### config.mk
export PLATFORM = sky130hd
export DESIGN_NAME = i2c_register_access_master_unit
export DESIGN_NICKNAME = d
export VERILOG_FILES = /design/src/i2cram_pkg.sv /design/src/i2cram_timer.sv /design/src/i2cram_seq.sv /design/src/i2c_register_access_master_unit.sv
export SDC_FILE = /design/constraint.sdc
export NUM_CORES = 1
export LEC_CHECK = 0
export ABC_CLOCK_PERIOD_IN_PS = 5220
export BUFFER_PORTS_ARGS = -buffer_cell sky130_fd_sc_hd__buf_2
export CAP_MARGIN = 40
export CORE_ASPECT_RATIO = 0.5
export CORE_UTILIZATION = 50
export CTS_CLUSTER_SIZE = 16
export DETAILED_ROUTE_END_ITERATION = 8
export GPL_TIMING_DRIVEN = 0
export PLACE_DENSITY = 0.8
export SETUP_SLACK_MARGIN = 0.15
export SYNTH_ARGS = -nofsm -noshare
export SYNTH_HDL_FRONTEND = slang
export SYNTH_HIERARCHICAL = 1
export SYNTH_SLANG_ARGS = --single-unit
### constraint.sdc
create_clock -name clk -period 5.22 [get_ports clk]
set_input_delay 0 -clock clk [delete_from_list [all_inputs] [get_ports clk]]
set_output_delay 0 -clock clk [all_outputs]
set_load 0.01 [all_outputs]
### src/i2cram_pkg.sv
package i2cram_pkg;

    // Command codes carried in the action field
    localparam logic [1:0] ACT_TICK  = 2'd0;
    localparam logic [1:0] ACT_WRITE = 2'd1;
    localparam logic [1:0] ACT_READ  = 2'd2;
    localparam logic [1:0] ACT_NONE  = 2'd3;

    // Read/write flag appended to the device address
    localparam logic RW_WRITE = 1'b0;
    localparam logic RW_READ  = 1'b1;

    localparam logic [3:0] BYTE_BITS = 4'd8;

    localparam logic [1:0] BYTE_DEV  = 2'd0;
    localparam logic [1:0] BYTE_REG  = 2'd1;
    localparam logic [1:0] BYTE_DATA = 2'd2;

    // Bus sequencer steps; each lasts one delay unit
    typedef enum logic [4:0] {
        ST_IDLE = 5'd0,
        ST_S0A  = 5'd1,
        ST_S0B  = 5'd2,
        ST_S1A  = 5'd3,
        ST_S1B  = 5'd4,
        ST_B0A  = 5'd5,
        ST_B0B  = 5'd6,
        ST_B1A  = 5'd7,
        ST_B1B  = 5'd8,
        ST_B2   = 5'd9,
        ST_A0A  = 5'd10,
        ST_A0B  = 5'd11,
        ST_A1A  = 5'd12,
        ST_A1B  = 5'd13,
        ST_R0A  = 5'd14,
        ST_R0B  = 5'd15,
        ST_R1A  = 5'd16,
        ST_R1B  = 5'd17,
        ST_N0A  = 5'd18,
        ST_N0B  = 5'd19,
        ST_N1A  = 5'd20,
        ST_N1B  = 5'd21,
        ST_P0A  = 5'd22,
        ST_P0B  = 5'd23,
        ST_P1A  = 5'd24,
        ST_P1B  = 5'd25,
        ST_P2A  = 5'd26,
        ST_P2B  = 5'd27
    } step_t;

    typedef struct packed {
        logic clear;
        logic count;
    } timer_ctl_t;

endpackage

### src/i2cram_timer.sv
module i2cram_timer
    import i2cram_pkg::*;
#(
    parameter int TICK_BITS = 16
)
(
    input  logic        clk,
    input  logic        rst_n,
    input  logic [15:0] unit_ticks,
    input  timer_ctl_t  ctl,
    output logic        unit_end
);

    localparam int UW = (TICK_BITS > 16) ? TICK_BITS : 16;

    logic [TICK_BITS-1:0] tick_reg;
    logic [TICK_BITS-1:0] tick_next;
    logic [TICK_BITS-1:0] tick_inc;
    logic [TICK_BITS-1:0] unit_eff;
    logic [15:0]          unit_nz;
    logic [UW-1:0]        unit_wide;
    logic [UW-1:0]        cap_wide;
    logic [UW-1:0]        unit_sat;

    // A zero unit acts as one; clamp to what the counter can hold
    always_comb
    begin
        unit_nz   = (unit_ticks == 16'd0) ? 16'd1 : unit_ticks;
        unit_wide = UW'(unit_nz);
        cap_wide  = UW'({TICK_BITS{1'b1}});
        unit_sat  = (unit_wide > cap_wide) ? cap_wide : unit_wide;
        unit_eff  = unit_sat[TICK_BITS-1:0];
        tick_inc  = tick_reg + TICK_BITS'(1);
        unit_end  = (tick_inc >= unit_eff);
    end

    always_comb
    begin
        tick_next = tick_reg;
        if (ctl.clear)
        begin
            tick_next = '0;
        end
        else if (ctl.count)
        begin
            tick_next = unit_end ? '0 : tick_inc;
        end
    end

    always_ff @(posedge clk or negedge rst_n)
    begin
        if (!rst_n)
        begin
            tick_reg <= '0;
        end
        else
        begin
            tick_reg <= tick_next;
        end
    end

endmodule

### src/i2cram_seq.sv
module i2cram_seq
    import i2cram_pkg::*;
(
    input  logic       clk,
    input  logic       rst_n,
    input  logic       fire,
    input  logic [1:0] action,
    input  logic [6:0] dev_addr,
    input  logic [7:0] reg_addr,
    input  logic [7:0] wr_data,
    input  logic       sda_in,
    input  logic       unit_end,
    output timer_ctl_t timer_ctl,
    output logic       scl_res,
    output logic       sda_res,
    output logic       busy_res,
    output logic       done_res,
    output logic       status_res,
    output logic [7:0] rd_res,
    output logic       rej_res
);

    step_t      step_reg,    step_next;
    logic [3:0] bit_reg,     bit_next;
    logic [1:0] byte_reg,    byte_next;
    logic [7:0] shift_reg,   shift_next;
    logic       rmode_reg,   rmode_next;
    logic       failed_reg,  failed_next;
    logic [7:0] rx_reg,      rx_next;
    logic [6:0] dev_reg,     dev_next;
    logic [7:0] raddr_reg,   raddr_next;
    logic [7:0] data_reg,    data_next;

    logic       is_cmd;
    logic       is_tick;
    logic       idle;
    logic       finish;
    logic [3:0] bit_inc;

    assign is_cmd  = (action == ACT_WRITE) || (action == ACT_READ);
    assign is_tick = (action == ACT_TICK);
    assign idle    = (step_reg == ST_IDLE);
    assign finish  = fire && is_tick && !idle && unit_end;
    assign bit_inc = bit_reg + 4'd1;

    // Line drive for a step: {scl, sda}
    function automatic logic [1:0] line_drive(step_t s, logic msb);
        logic scl;
        logic sda;
        begin
            unique case (s)
                ST_B0A, ST_B0B, ST_B2, ST_A0A, ST_A0B, ST_R1A, ST_R1B,
                ST_N0A, ST_N0B, ST_P0A, ST_P0B: scl = 1'b0;
                default:                        scl = 1'b1;
            endcase
            unique case (s)
                ST_S1A, ST_S1B, ST_P0A, ST_P0B, ST_P1A, ST_P1B: sda = 1'b0;
                ST_B0A, ST_B0B, ST_B1A, ST_B1B, ST_B2:          sda = msb;
                default:                                        sda = 1'b1;
            endcase
            line_drive = {scl, sda};
        end
    endfunction

    // Next state
    always_comb
    begin
        step_next   = step_reg;
        bit_next    = bit_reg;
        byte_next   = byte_reg;
        shift_next  = shift_reg;
        rmode_next  = rmode_reg;
        failed_next = failed_reg;
        rx_next     = rx_reg;
        dev_next    = dev_reg;
        raddr_next  = raddr_reg;
        data_next   = data_reg;

        if (fire && is_cmd && idle)
        begin
            dev_next    = dev_addr;
            raddr_next  = reg_addr;
            data_next   = wr_data;
            rmode_next  = (action == ACT_READ);
            failed_next = 1'b0;
            byte_next   = BYTE_DEV;
            shift_next  = {dev_addr, RW_WRITE};
            bit_next    = 4'd0;
            step_next   = ST_S0A;
        end
        else if (finish)
        begin
            unique case (step_reg)
                ST_S1B:
                begin
                    bit_next  = 4'd0;
                    step_next = ST_B0A;
                end
                ST_B2:
                begin
                    shift_next = {shift_reg[6:0], 1'b0};
                    bit_next   = bit_inc;
                    step_next  = (bit_inc >= BYTE_BITS) ? ST_A0A : ST_B0A;
                end
                ST_A1B:
                begin
                    if (sda_in)
                    begin
                        failed_next = 1'b1;
                        step_next   = ST_P0A;
                    end
                    else
                    begin
                        byte_next = byte_reg + 2'd1;
                        if (byte_reg == BYTE_DEV)
                        begin
                            shift_next = raddr_reg;
                            bit_next   = 4'd0;
                            step_next  = ST_B0A;
                        end
                        else if (byte_reg == BYTE_REG)
                        begin
                            bit_next = 4'd0;
                            if (rmode_reg)
                            begin
                                shift_next = {dev_reg, RW_READ};
                                step_next  = ST_S0A;
                            end
                            else
                            begin
                                shift_next = data_reg;
                                step_next  = ST_B0A;
                            end
                        end
                        else if (byte_reg == BYTE_DATA && rmode_reg)
                        begin
                            shift_next = 8'd0;
                            bit_next   = 4'd0;
                            step_next  = ST_R0A;
                        end
                        else
                        begin
                            step_next = ST_P0A;
                        end
                    end
                end
                ST_R0B:
                begin
                    shift_next = {shift_reg[6:0], sda_in};
                    step_next  = ST_R1A;
                end
                ST_R1B:
                begin
                    bit_next = bit_inc;
                    if (bit_inc >= BYTE_BITS)
                    begin
                        rx_next   = shift_reg;
                        step_next = ST_N0A;
                    end
                    else
                    begin
                        step_next = ST_R0A;
                    end
                end
                ST_N1B: step_next = ST_P0A;
                ST_P2B: step_next = ST_IDLE;
                ST_S0A, ST_S0B, ST_S1A, ST_B0A, ST_B0B, ST_B1A, ST_B1B,
                ST_A0A, ST_A0B, ST_A1A, ST_R0A, ST_R1A, ST_N0A, ST_N0B,
                ST_N1A, ST_P0A, ST_P0B, ST_P1A, ST_P1B, ST_P2A:
                    step_next = step_t'(step_reg + 5'd1);
                default: step_next = ST_IDLE;
            endcase
        end
    end

    // Outputs
    always_comb
    begin
        timer_ctl.clear      = fire && is_cmd && idle;
        timer_ctl.count      = fire && is_tick && !idle;
        {scl_res, sda_res}   = line_drive(step_next, shift_next[7]);
        busy_res             = (step_next != ST_IDLE);
        done_res             = finish && (step_reg == ST_P2B);
        status_res           = failed_next;
        rd_res               = rx_next;
        rej_res              = fire && is_cmd && !idle;
    end

    always_ff @(posedge clk or negedge rst_n)
    begin
        if (!rst_n)
        begin
            step_reg   <= ST_IDLE;
            bit_reg    <= 4'd0;
            byte_reg   <= 2'd0;
            rmode_reg  <= 1'b0;
            failed_reg <= 1'b0;
            rx_reg     <= 8'd0;
        end
        else
        begin
            step_reg   <= step_next;
            bit_reg    <= bit_next;
            byte_reg   <= byte_next;
            rmode_reg  <= rmode_next;
            failed_reg <= failed_next;
            rx_reg     <= rx_next;
        end
    end

    always_ff @(posedge clk)
    begin
        shift_reg <= shift_next;
        dev_reg   <= dev_next;
        raddr_reg <= raddr_next;
        data_reg  <= data_next;
    end

    a_read_steps_need_read_mode: assert property (
        @(posedge clk) disable iff (!rst_n)
        (step_reg >= ST_R0A && step_reg <= ST_N1B) |-> rmode_reg
    ) else $error("read phase entered on a write transaction");

    a_bit_index_bounded: assert property (
        @(posedge clk) disable iff (!rst_n)
        bit_reg <= BYTE_BITS
    ) else $error("bit index ran past one byte");

    a_cmd_starts_at_idle: assert property (
        @(posedge clk) disable iff (!rst_n)
        (fire && is_cmd && idle) |=> (step_reg == ST_S0A)
    ) else $error("accepted command did not start the bus sequence");

endmodule

### src/i2c_register_access_master_unit.sv
// Single-byte register access master for an open-drain two-wire bus.
// Input channel (in_valid/in_ready): each beat is either a tick, carrying
// the sampled SDA level, or a write/read command with device address,
// register address and write byte. Commands while a transaction runs are
// dropped and flagged with cmd_rejected; action code three does nothing.
// Output channel (out_valid/out_ready): one beat per input beat, showing
// SCL/SDA drive, busy, a done pulse, status and the last read byte.
// unit_ticks (cfg_we/cfg_wdata) sets ticks per delay unit; write it while idle.
// An accepted beat lands in the input register and its result is loaded
// into the output register once that is free, so out_valid rises after the
// beat has passed both registers. Throughput: one beat per cycle while the
// receiver takes each output beat.
// A stalled receiver holds the output register; the input register then
// fills and in_ready drops until the output beat is taken.
// Reset clears the sequencer to idle with both lines released, status and
// read byte zero, and unit_ticks to 50.
module i2c_register_access_master_unit
    import i2cram_pkg::*;
#(
    parameter int TICK_BITS = 16
)
(
    input  logic        clk,
    input  logic        rst_n,
    input  logic        cfg_we,
    input  logic [15:0] cfg_wdata,
    input  logic        in_valid,
    output logic        in_ready,
    input  logic [1:0]  action,
    input  logic [6:0]  dev_addr,
    input  logic [7:0]  reg_addr,
    input  logic [7:0]  wr_data,
    input  logic        sda_in,
    output logic        out_valid,
    input  logic        out_ready,
    output logic        scl_out,
    output logic        sda_out,
    output logic        busy_res,
    output logic        done_res,
    output logic        status,
    output logic [7:0]  read_data,
    output logic        cmd_rejected
);

    logic [15:0] unit_reg;

    logic        a_valid_reg, a_valid_next;
    logic [1:0]  a_action_reg;
    logic [6:0]  a_dev_reg;
    logic [7:0]  a_raddr_reg;
    logic [7:0]  a_data_reg;
    logic        a_sda_reg;

    logic        out_valid_reg, out_valid_next;
    logic        scl_reg, sda_reg, busy_reg, done_reg, status_reg, rej_reg;
    logic [7:0]  rd_reg;

    logic        b_ready;
    logic        fire;
    logic        in_fire;
    logic        unit_end;
    timer_ctl_t  timer_ctl;
    logic        scl_res, sda_res, busy_c, done_c, status_c, rej_c;
    logic [7:0]  rd_c;

    assign b_ready  = !out_valid_reg || out_ready;
    assign fire     = a_valid_reg && b_ready;
    assign in_ready = !a_valid_reg || b_ready;
    assign in_fire  = in_valid && in_ready;

    always_comb
    begin
        a_valid_next = a_valid_reg;
        if (in_fire)
        begin
            a_valid_next = 1'b1;
        end
        else if (fire)
        begin
            a_valid_next = 1'b0;
        end

        out_valid_next = out_valid_reg;
        if (fire)
        begin
            out_valid_next = 1'b1;
        end
        else if (out_ready)
        begin
            out_valid_next = 1'b0;
        end
    end

    i2cram_timer #(
        .TICK_BITS (TICK_BITS)
    ) u_timer (
        .clk        (clk),
        .rst_n      (rst_n),
        .unit_ticks (unit_reg),
        .ctl        (timer_ctl),
        .unit_end   (unit_end)
    );

    i2cram_seq u_seq (
        .clk        (clk),
        .rst_n      (rst_n),
        .fire       (fire),
        .action     (a_action_reg),
        .dev_addr   (a_dev_reg),
        .reg_addr   (a_raddr_reg),
        .wr_data    (a_data_reg),
        .sda_in     (a_sda_reg),
        .unit_end   (unit_end),
        .timer_ctl  (timer_ctl),
        .scl_res    (scl_res),
        .sda_res    (sda_res),
        .busy_res   (busy_c),
        .done_res   (done_c),
        .status_res (status_c),
        .rd_res     (rd_c),
        .rej_res    (rej_c)
    );

    always_ff @(posedge clk or negedge rst_n)
    begin
        if (!rst_n)
        begin
            unit_reg      <= 16'd50;
            a_valid_reg   <= 1'b0;
            out_valid_reg <= 1'b0;
        end
        else
        begin
            if (cfg_we)
            begin
                unit_reg <= cfg_wdata;
            end
            a_valid_reg   <= a_valid_next;
            out_valid_reg <= out_valid_next;
        end
    end

    // Payload: hold until the stage advances
    always_ff @(posedge clk)
    begin
        if (in_fire)
        begin
            a_action_reg <= action;
            a_dev_reg    <= dev_addr;
            a_raddr_reg  <= reg_addr;
            a_data_reg   <= wr_data;
            a_sda_reg    <= sda_in;
        end
        if (fire)
        begin
            scl_reg    <= scl_res;
            sda_reg    <= sda_res;
            busy_reg   <= busy_c;
            done_reg   <= done_c;
            status_reg <= status_c;
            rd_reg     <= rd_c;
            rej_reg    <= rej_c;
        end
    end

    assign out_valid    = out_valid_reg;
    assign scl_out      = scl_reg;
    assign sda_out      = sda_reg;
    assign busy_res     = busy_reg;
    assign done_res     = done_reg;
    assign status       = status_reg;
    assign read_data    = rd_reg;
    assign cmd_rejected = rej_reg;

    a_done_means_idle: assert property (
        @(posedge clk) disable iff (!rst_n)
        (out_valid && done_res) |-> !busy_res
    ) else $error("done reported while transaction still busy");

    a_reject_only_when_busy: assert property (
        @(posedge clk) disable iff (!rst_n)
        (out_valid && cmd_rejected) |-> busy_res
    ) else $error("command rejected while idle");

    a_held_beat_kept: assert property (
        @(posedge clk) disable iff (!rst_n)
        (a_valid_reg && !b_ready) |=> a_valid_reg
    ) else $error("input beat dropped while output stalled");

endmodule

==> results of run 1 <==
-- cell usage after synthesis (4+ instances only) --
library cell and instances:
xor2_1 5, nor2_1 25, inv_1 33, mux2i_1 9
nor4_1 7, o21ai_0 23, a22oi_1 5, a32o_1 16
nand3_1 14, mux2_4 10, nor2b_1 6, nor3_1 7
mux2_2 15, a31oi_1 6, nand4_1 5, edfxtp_1 69
xnor2_1 12, buf_2 4, and2_1 4, dfrtp_1 52
a22o_1 15, clkbuf_1 4, ha_1 32, nand2b_1 10
nand2_1 39, a21oi_1 9
-- power breakdown --
part | total (mW) | leakage (nW) | internal (mW) | switching [mW]
sequential | 1.14 | 1.35 | 1.10 | 0.0407
clock | 1.25 | 0.292 | 0.800 | 0.450
combinational | 0.235 | 1.71 | 0.131 | 0.104
-- stage by stage --
step	setup TNS, ns	util (%)	hold slack (ns)	power [mW]	cells
6_report	0	66.9	0.0382	2.63	816
5_1_grt	0	66.9	0.0324	2.72	816
4_1_cts	0	66.2	0.0221	2.60	810
3_5_place_dp	-0.0508	56.5	-0.0260	1.34	726
3_3_place_gp	-0.0525	56.2	0.177	1.32	724
2_1_floorplan	0	-	-0.296	1.26	498
-- metal layers --
metal | up-vias | track usage, % | routed length, µm
li1 | 2141 | - | -
met1 | 2232 | 29.1 | 6290
met2 | 161 | 41.0 | 6940
met3 | 22 | 5.89 | 674
met4 | 0 | 8.85 | 262
met5 | - | 0 | 0
-- what timing repair did --
item / in CTS / in global routing
hold buffers: 52 / 0
setup buffers: 0 / 6
pin swaps: 0 / 3
hold endpoints to repair: 96 / 0
resized for setup: 4 / 11
endpoints found under the setup margin: 1 / 9
-- cells by family (layout without fill, tap and decap cells) --
group                    after synthesis  after routing  synth area share [%]
AO/OA/AOI/OAI                        103            103                  12.4
flip-flops                           126            126                  56.5
buffers and inverters                 50            203                  3.93
AND/OR/NAND/NOR                      136            136                  11.6
XOR/XNOR                              17             17                  2.41
multiplexers                          34             34                  6.62
adder cells (fa/ha/maj)               32             32                  6.48
-- worst max-delay path: cells and delay by family, from the launching register on --
kind / cells / cell delay (ns)
AND/OR/NAND/NOR: 10 / 2.11
flip-flops: 1 / 0.44
buffers and inverters: 4 / 0.50
AO/OA/AOI/OAI: 5 / 0.67
adder cells (fa/ha/maj): 3 / 0.68
XOR/XNOR: 1 / 0.11
-- final timing paths --
path / endpoint / slack, ns / from
worst max-delay path: sda_out$_DFFE_PP_ / 0.44 / u_timer/tick_reg[1]$_DFFE_PN0P_
worst min-delay path: unit_reg[2]$_DFFE_PN0P_ / 0.04 / cfg_we
worst max register to register: sda_out$_DFFE_PP_ / 0.44 / u_timer/tick_reg[1]$_DFFE_PN0P_
worst min register to register: u_seq/raddr_reg[7]$_DFFE_PP_ / 0.41 / a_raddr_reg[7]$_DFFE_PP_
max in group asynchronous: unit_reg[4]$_DFFE_PN1P_ / 4.50 / rst_n
min in group asynchronous: u_seq/bit_reg[3]$_DFFE_PN0P_ / 0.08 / rst_n
-- layout make-up --
| class | count | area (µm²) |
|---|---|---|
| Multi-Input combinational cell | 322 | 2500 |
| Timing Repair Buffer | 121 | 906 |
| Clock inverter | 14 | 190 |
| Tap cell | 165 | 206 |
| Sequential cell | 126 | 3490 |
| Clock buffer | 18 | 429 |
| Buffer | 16 | 116 |
| Inverter | 34 | 128 |
| Fill cell | 866 | 3940 |
==> insert_results.sql, run 1 <==
INSERT INTO impl_metrics (metric_group, metric, value, unit) VALUES
('worst_setup_path', 'worstPathArrival', '4.94', 'ns'),
('layout', 'final_area', '7970', 'µm²'),
('placed_design', 'pre_cts_ws', '-0.0508', 'ns'),
('synth', 'top_cell_type_s_share_of_synthesized_area', '33.5', '%'),
('synth', 'async_reset_ff_share', '43.7', '%'),
('worst_setup_path', 'crit_path_top_delay_cell', 'dfrtp_1', ''),
('worst_setup_path', 'max_stage_delay', '0.44', 'ns'),
('timing', 'postLayoutSetupSlackWorst', '0.436', 'ns'),
('synth', 'yosysWarnings', '6', ''),
('worst_setup_path', 'r2r_cells', '23', ''),
('routing', 'num_vias', '4556', ''),
('power', 'worst_ir_drop_vdd', '0.240', 'mV'),
('routing', 'postRouteAntennaNets', '0', ''),
('floorplanning', 'floorplan.die.width', '159', 'µm'),
('power', 'powerDensity', '330', 'nW/µm²'),
('timing', 'period_share', '91.6', '%'),
('routing', 'total_detailed_routing_wirelength', '14200', 'µm'),
('worst_setup_path', 'path_class', 'flip-flop to flip-flop', ''),
('routing', 'post_drt_via_cell_ratio', '5.58', ''),
('global_route', 'grtUsageTotal', '23.7', '%'),
('synth', 'syn_inst', '498', ''),
('synth', 'synth-seq-area-share', '56.5', '%'),
('placed_design', 'postPlaceCellArea', '6730', 'µm²'),
('worst_setup_path', 'startpoint_type', 'flip-flop', ''),
('routing', 'drt-pass1-iter-count', '5', ''),
('worst_setup_path', 'crit_path_cell_trace', 'ha_4 > and4_4 > nand3_2 > nor3_2 > xor2_1 > ha_1 > nand4_1 > nor4_1 > a31oi_1 > and2_1 > buf_6 > buf_6 > o21ai_1 > nand3_2 > or2_1 > buf_4 > o22ai_1 > and2_1 > ha_1 > inv_1 > nor4_1 > a211o_1 > a32oi_1', ''),
('routing', 'drt-wirelength-per-cell', '17.4', 'µm'),
('floorplanning', 'dieArea', '12800', 'µm²'),
('synth', 'synthTopCellsByArea', 'edfxtp_1 (34%), dfrtp_1 (21%), ha_1 (6.5%), mux2_2 (2.7%), a32o_1 (2.6%)', ''),
('timing', 'grt_setup_unrepaired', 'no', ''),
('synth', 'netlist_area', '6180', 'µm²'),
('floorplanning', 'ios', '63', ''),
('run', 'timing.max_cap.violations', '0', ''),
('timing', 'transition_at_the_pin_with_the_smallest_max_transition_slack', '0.903', 'ns'),
('power', 'leakage', '3.35', 'nW'),
('synth', 'synth.avg_cell_area', '12.4', 'µm²'),
('synth', 'post_synth_num_cell_types', '67', ''),
('routing', 'initialDrtViolationCount', '241', ''),
('timing', 'clock.fmax', '0.209', 'GHz'),
('synth', 'yosys_register_bits', '126', ''),
('timing', 'final-setup-viol-count', '0', ''),
('floorplanning', 'initial_utilization', '51.9', '%'),
('layout', 'synthToLayoutAreaGrowth', '29.0', '%'),
('synth', 'synth_edf_count', '69', ''),
('clocking', 'post_cts_clock_slew_at_the_launch_and_capture_registers_of_the_worst_setup_and_hold_paths', '0.06', 'ns'),
('layout', 'commonest_cells_after_routing_fill_and_taps_aside', 'edfxtp_1 (69), buf_2 (66), dlygate4sd3_1 (52)', ''),
('global_route', 'antenna_violations_before_repair', '0', ''),
('global_route', 'grt_start_max_net_pins', '39', ''),
('timing', 'time_the_worst_path_needs_with_i_o_delays_and_setup', '4.78', 'ns'),
('clocking', 'clock_sinks', '126', ''),
('hold_path', 'hold_path.class', 'input port to flip-flop', ''),
('floorplanning', 'floorplan.die.height', '80.6', 'µm'),
('placed_design', 'place_congestion', '0.917', ''),
('global_route', 'number_of_global_route_vias_before_repair', '4552', ''),
('placed_design', 'portBuffers', '61', ''),
('timing', 'worst_clock_skew', '0.0133', 'ns'),
('layout', 'layout.nets', '717', ''),
('placed_design', 'dp_hpwl', '8860', 'µm'),
('routing', 'detail_route.drc_violations', '0', ''),
('worst_setup_path', 'crit_required', '5.38', 'ns'),
('clocking', 'clock_latency', '0.42', 'ns'),
('timing', 'report.final.hold_viol_count', '0', ''),
('clocking', 'cts_inserted_buffers', '17', ''),
('layout', 'most_common_library_cell_in_the_layout_ignoring_fill_and_taps', 'edfxtp_1', ''),
('worst_setup_path', 'critPathCaptureType', 'flip-flop', ''),
('synth', 'syn-num-nets', '577', ''),
('timing', 'slew_headroom', '39.8', '%'),
('clocking', 'cts_root_buf', 'clkbuf_16', ''),
('run_status', 'outcome', 'finished clean', ''),
('global_route', 'grt_overflow', '0', ''),
('synth', 'ys.flop_type', 'edfxtp_1', '');
Power figures use the tool's default switching activity.
==> inputs of run 2 (changes only) <==
--- a/config.mk
+++ b/config.mk
@@ -7,2 +7,3 @@
 export LEC_CHECK = 0
+export ABC_AREA = 1
 export ABC_CLOCK_PERIOD_IN_PS = 5220
==> constraint.sdc (replaced) <==
create_clock -name clk -period 5.22 [get_ports clk]
set_input_delay 1.044 -clock clk [delete_from_list [all_inputs] [get_ports clk]]
set_output_delay 1.044 -clock clk [all_outputs]
set_load 0.01 [all_outputs]
==> insert_results.sql, run 2 <==
INSERT INTO impl_metrics (metric_group, metric, value, unit) VALUES
('run_status', 'outcome', 'finished clean', ''),
('routing', 'num_vias', '4855', ''),
('synth', 'ys.flop_type', 'edfxtp_1', ''),
('timing', 'tns', '0', 'ns'),
('synth', 'top_cell_type_s_share_of_synthesized_area', '32.2', '%'),
('worst_setup_path', 'worstPathArrival', '4.41', 'ns'),
('timing', 'clock.fmax', '0.236', 'GHz'),
('worst_setup_path', 'worstPathMaxFanout', '10', ''),
('timing', 'worst_clock_skew', '0.00847', 'ns'),
('worst_setup_path', 'critPathCapture', 'sda_out$_DFFE_PP_', ''),
('routing', 'initialDrtViolationCount', '395', ''),
('layout', 'synthToLayoutAreaGrowth', '18.0', '%'),
('power', 'totalPowerFinal', '2.49', 'mW'),
('routing', 'drt-wirelength-per-cell', '14.0', 'µm'),
('worst_setup_path', 'worst_path_dominant_cell_family', 'simple AND/OR/NAND/NOR gates', ''),
('clocking', 'clock_sinks', '126', ''),
('synth', 'yosysWarnings', '6', ''),
('power', 'worst_ir_drop_vdd', '0.219', 'mV'),
('worst_setup_path', 'r2r-start', 'u_timer/tick_reg[0]$_DFFE_PN0P_', ''),
('worst_setup_path', 'path_class', 'flip-flop to flip-flop', ''),
('floorplanning', 'rows', '28', ''),
('clocking', 'cts_hold_repair.buffers', '0', ''),
('synth', 'syn-num-nets', '753', ''),
('floorplanning', 'floorplan.die.width', '162', 'µm'),
('clocking', 'post_cts_clock_slew_at_the_launch_and_capture_registers_of_the_worst_setup_and_hold_paths', '0.06', 'ns'),
('power', 'leakage', '3.49', 'nW'),
('timing', 'transition_at_the_pin_with_the_smallest_max_transition_slack', '0.778', 'ns'),
('global_route', 'grt_start_max_net_pins', '35', ''),
('routing', 'drt-pass1-iter-count', '5', ''),
('layout', 'most_common_library_cell_in_the_layout_ignoring_fill_and_taps', 'nand2_1', ''),
('clocking', 'cts_root_buf', 'clkbuf_16', ''),
('synth', 'post_synth_num_cell_types', '45', ''),
('layout', 'layout.nets', '837', ''),
('timing', 'final-setup-viol-count', '0', ''),
('worst_setup_path', 'critPathCaptureType', 'flip-flop', ''),
('clocking', 'tritoncts', 'built', ''),
('worst_setup_path', 'worst-path-stages', '23', ''),
('worst_setup_path', 'crit_path_cell_trace', 'ha_1 > inv_1 > nor2_2 > nand3_1 > nand2_1 > nand2_1 > ha_1 > nand4_1 > a21oi_1 > nor2_2 > buf_6 > nand2_1 > nand2_4 > clkinv_4 > buf_6 > o31ai_1 > nand3_1 > ha_1 > or2_2 > nand3_2 > nand3_2 > nand3_1 > nand2_1', ''),
('worst_setup_path', 'crit_required', '5.40', 'ns'),
('routing', 'total_detailed_routing_wirelength', '13100', 'µm'),
('global_route', 'antenna_violations_before_repair', '0', ''),
('layout', 'postLayoutCoreUtil', '62.4', '%'),
('layout', 'final.fill_count', '947', ''),
('worst_setup_path', 'r2r-end', 'sda_out$_DFFE_PP_', ''),
('worst_setup_path', 'critical_path.startpoint', 'u_timer/tick_reg[0]$_DFFE_PN0P_', ''),
('routing', 'detail_route.drc_violations', '0', ''),
('worst_setup_path', 'startpoint_type', 'flip-flop', ''),
('synth', 'netlist_area', '6430', 'µm²'),
('layout', 'finish.cell_count_without_fillers', '936', ''),
('global_route', 'grtUsageTotal', '21.4', '%'),
('layout', 'drive_above_1_share', '21.5', '%'),
('timing', 'grt_setup_unrepaired', 'no', ''),
('run', 'timing.max_cap.violations', '0', ''),
('routing', 'postRouteAntennaNets', '0', ''),
('clocking', 'ctsHtreeMaxLevel', '4', ''),
('worst_setup_path', 'timing.reg2reg.setup_slack', '0.99', 'ns'),
('worst_setup_path', 'cp_num_buf_inv', '4', ''),
('power', 'powerDensity', '328', 'nW/µm²'),
('timing', 'slew_headroom', '48.1', '%'),
('layout', 'antenna_cells', '0', ''),
('layout', 'final_area', '7580', 'µm²'),
('synth', 'synth.avg_cell_area', '9.53', 'µm²'),
('clocking', 'post-cts-setup-buffer-count', '0', ''),
('synth', 'yosys.cell_count.top_type', 'nand2_1', ''),
('synth', 'synth_top_area_cell', 'edfxtp_1', ''),
('synth', 'async_reset_ff_share', '43.7', '%'),
('synth', 'synth_commonest_cells', 'nand2_1 (164), inv_1 (88), edfxtp_1 (69), dfrtp_1 (52), o21ai_0 (50)', ''),
('placed_design', 'dp_hpwl', '9230', 'µm'),
('routing', 'post_drt_via_cell_ratio', '5.19', ''),
('synth', 'synth_edf_count', '69', ''),
('floorplanning', 'floorplan.die.height', '82.2', 'µm'),
('placed_design', 'post-place-cells', '904', ''),
('floorplanning', 'ios', '63', ''),
('synth', 'synthTopCellsByArea', 'edfxtp_1 (32%), dfrtp_1 (20%), nand2_1 (9.6%), ha_1 (6.2%), inv_1 (5.1%)', ''),
('global_route', 'number_of_global_route_vias_before_repair', '4529', ''),
('placed_design', 'place_congestion', '0.939', ''),
('worst_setup_path', 'r2r_cells', '23', ''),
('worst_setup_path', 'crit_path_top_delay_cell', 'dfrtp_1', ''),
('timing', 'period_share', '81.1', '%'),
('global_route', 'first_pass_grt_wire_length', '21600', 'µm'),
('layout', 'commonest_cells_after_routing_fill_and_taps_aside', 'nand2_1 (164), inv_1 (88), edfxtp_1 (69)', ''),
('synth', 'synth-seq-area-share', '54.3', '%'),
('floorplanning', 'dieArea', '13300', 'µm²'),
('layout', 'final-seq-area', '3490', 'µm²'),
('layout', 'multi_input_logic_area', '2450', 'µm²'),
('hold_path', 'hold_path.class', 'flip-flop to flip-flop', ''),
('clocking', 'clock_latency', '0.42', 'ns'),
('clocking', 'max-clock-path-buffers', '2', ''),
('floorplanning', 'core', '12200', 'µm²'),
('placed_design', 'postPlaceCellArea', '7010', 'µm²'),
('worst_setup_path', 'critPathMostFrequentCell', 'nand2_1', ''),
('placed_design', 'portBuffers', '62', ''),
('global_route', 'grt_overflow', '0', ''),
('timing', 'time_the_worst_path_needs_with_i_o_delays_and_setup', '4.23', 'ns'),
('synth', 'yosys_register_bits', '126', ''),
('floorplanning', 'initial_utilization', '52.9', '%'),
('timing', 'report.final.hold_viol_count', '0', ''),
('clocking', 'cts_inserted_buffers', '17', ''),
('synth', 'syn_inst', '674', ''),
('timing', 'final_max_slew_viol_count', '0', ''),
('clocking', 'cts-resized-gates', '0', ''),
('worst_setup_path', 'max_stage_delay', '0.42', 'ns');
[run 2: worst min path at each step]
| stage | from | to | cells after the start |
|---|---|---|---|
| global placement | a_raddr_reg[1]$_DFFE_PP_ | u_seq/raddr_reg[1]$_DFFE_PP_ | 0 |
| floorplan | a_data_reg[0]$_DFFE_PP_ | u_seq/data_reg[0]$_DFFE_PP_ | 0 |
| CTS | a_data_reg[7]$_DFFE_PP_ | u_seq/data_reg[7]$_DFFE_PP_ | 0 |
| finish | a_raddr_reg[5]$_DFFE_PP_ | u_seq/raddr_reg[5]$_DFFE_PP_ | 0 |
| global route | a_raddr_reg[5]$_DFFE_PP_ | u_seq/raddr_reg[5]$_DFFE_PP_ | 0 |
| detailed placement | a_raddr_reg[5]$_DFFE_PP_ | u_seq/raddr_reg[5]$_DFFE_PP_ | 0 |
[run 2: metrics by stage]
step | hold WS (ns) | setup slack, ns
CTS | 0.419 | 1.00
finish | 0.418 | 0.986
global route | 0.425 | 0.663
floorplan | 0.400 | 1.08
global placement | 0.403 | -0.136
detailed placement | 0.405 | 1.01
[run 2: power breakdown]
group	switching, mW	internal (mW)
Sequential	0.0320	1.10
Clock	0.445	0.703
Combinational	0.123	0.0852
Total	0.599	1.89
[run 2: routing by layer]
metal  part of all wire (%)  global-route usage, %  vias up
li1                       -                      -     2419
met4                    1.1                   6.98        0
met2                     48                   36.5      148
met5                      0                      0        -
met3                    5.4                   5.39       15
met1                     45                   27.3     2273
[run 2: cell families after synthesis]
group	share of synthesized area [%]
and+or+nand+nor	21.7
DFF	54.3
buffers and inverters	7.63
AOI/OAI and AO/OA	8.43
adders and majority gates	6.23
xor gates and xnor gates	1.34
muxes	0.331
[run 2: area by class of cell]
type	instances	share of cell area (%)
multi-input combinational	435	32.3
clock buffer	19	5.71
buffer	14	1.49
inverter	99	5.00
tap	165	2.72
clock inverter	13	1.88
sequential	126	46.1
timing repair buffer	65	4.87
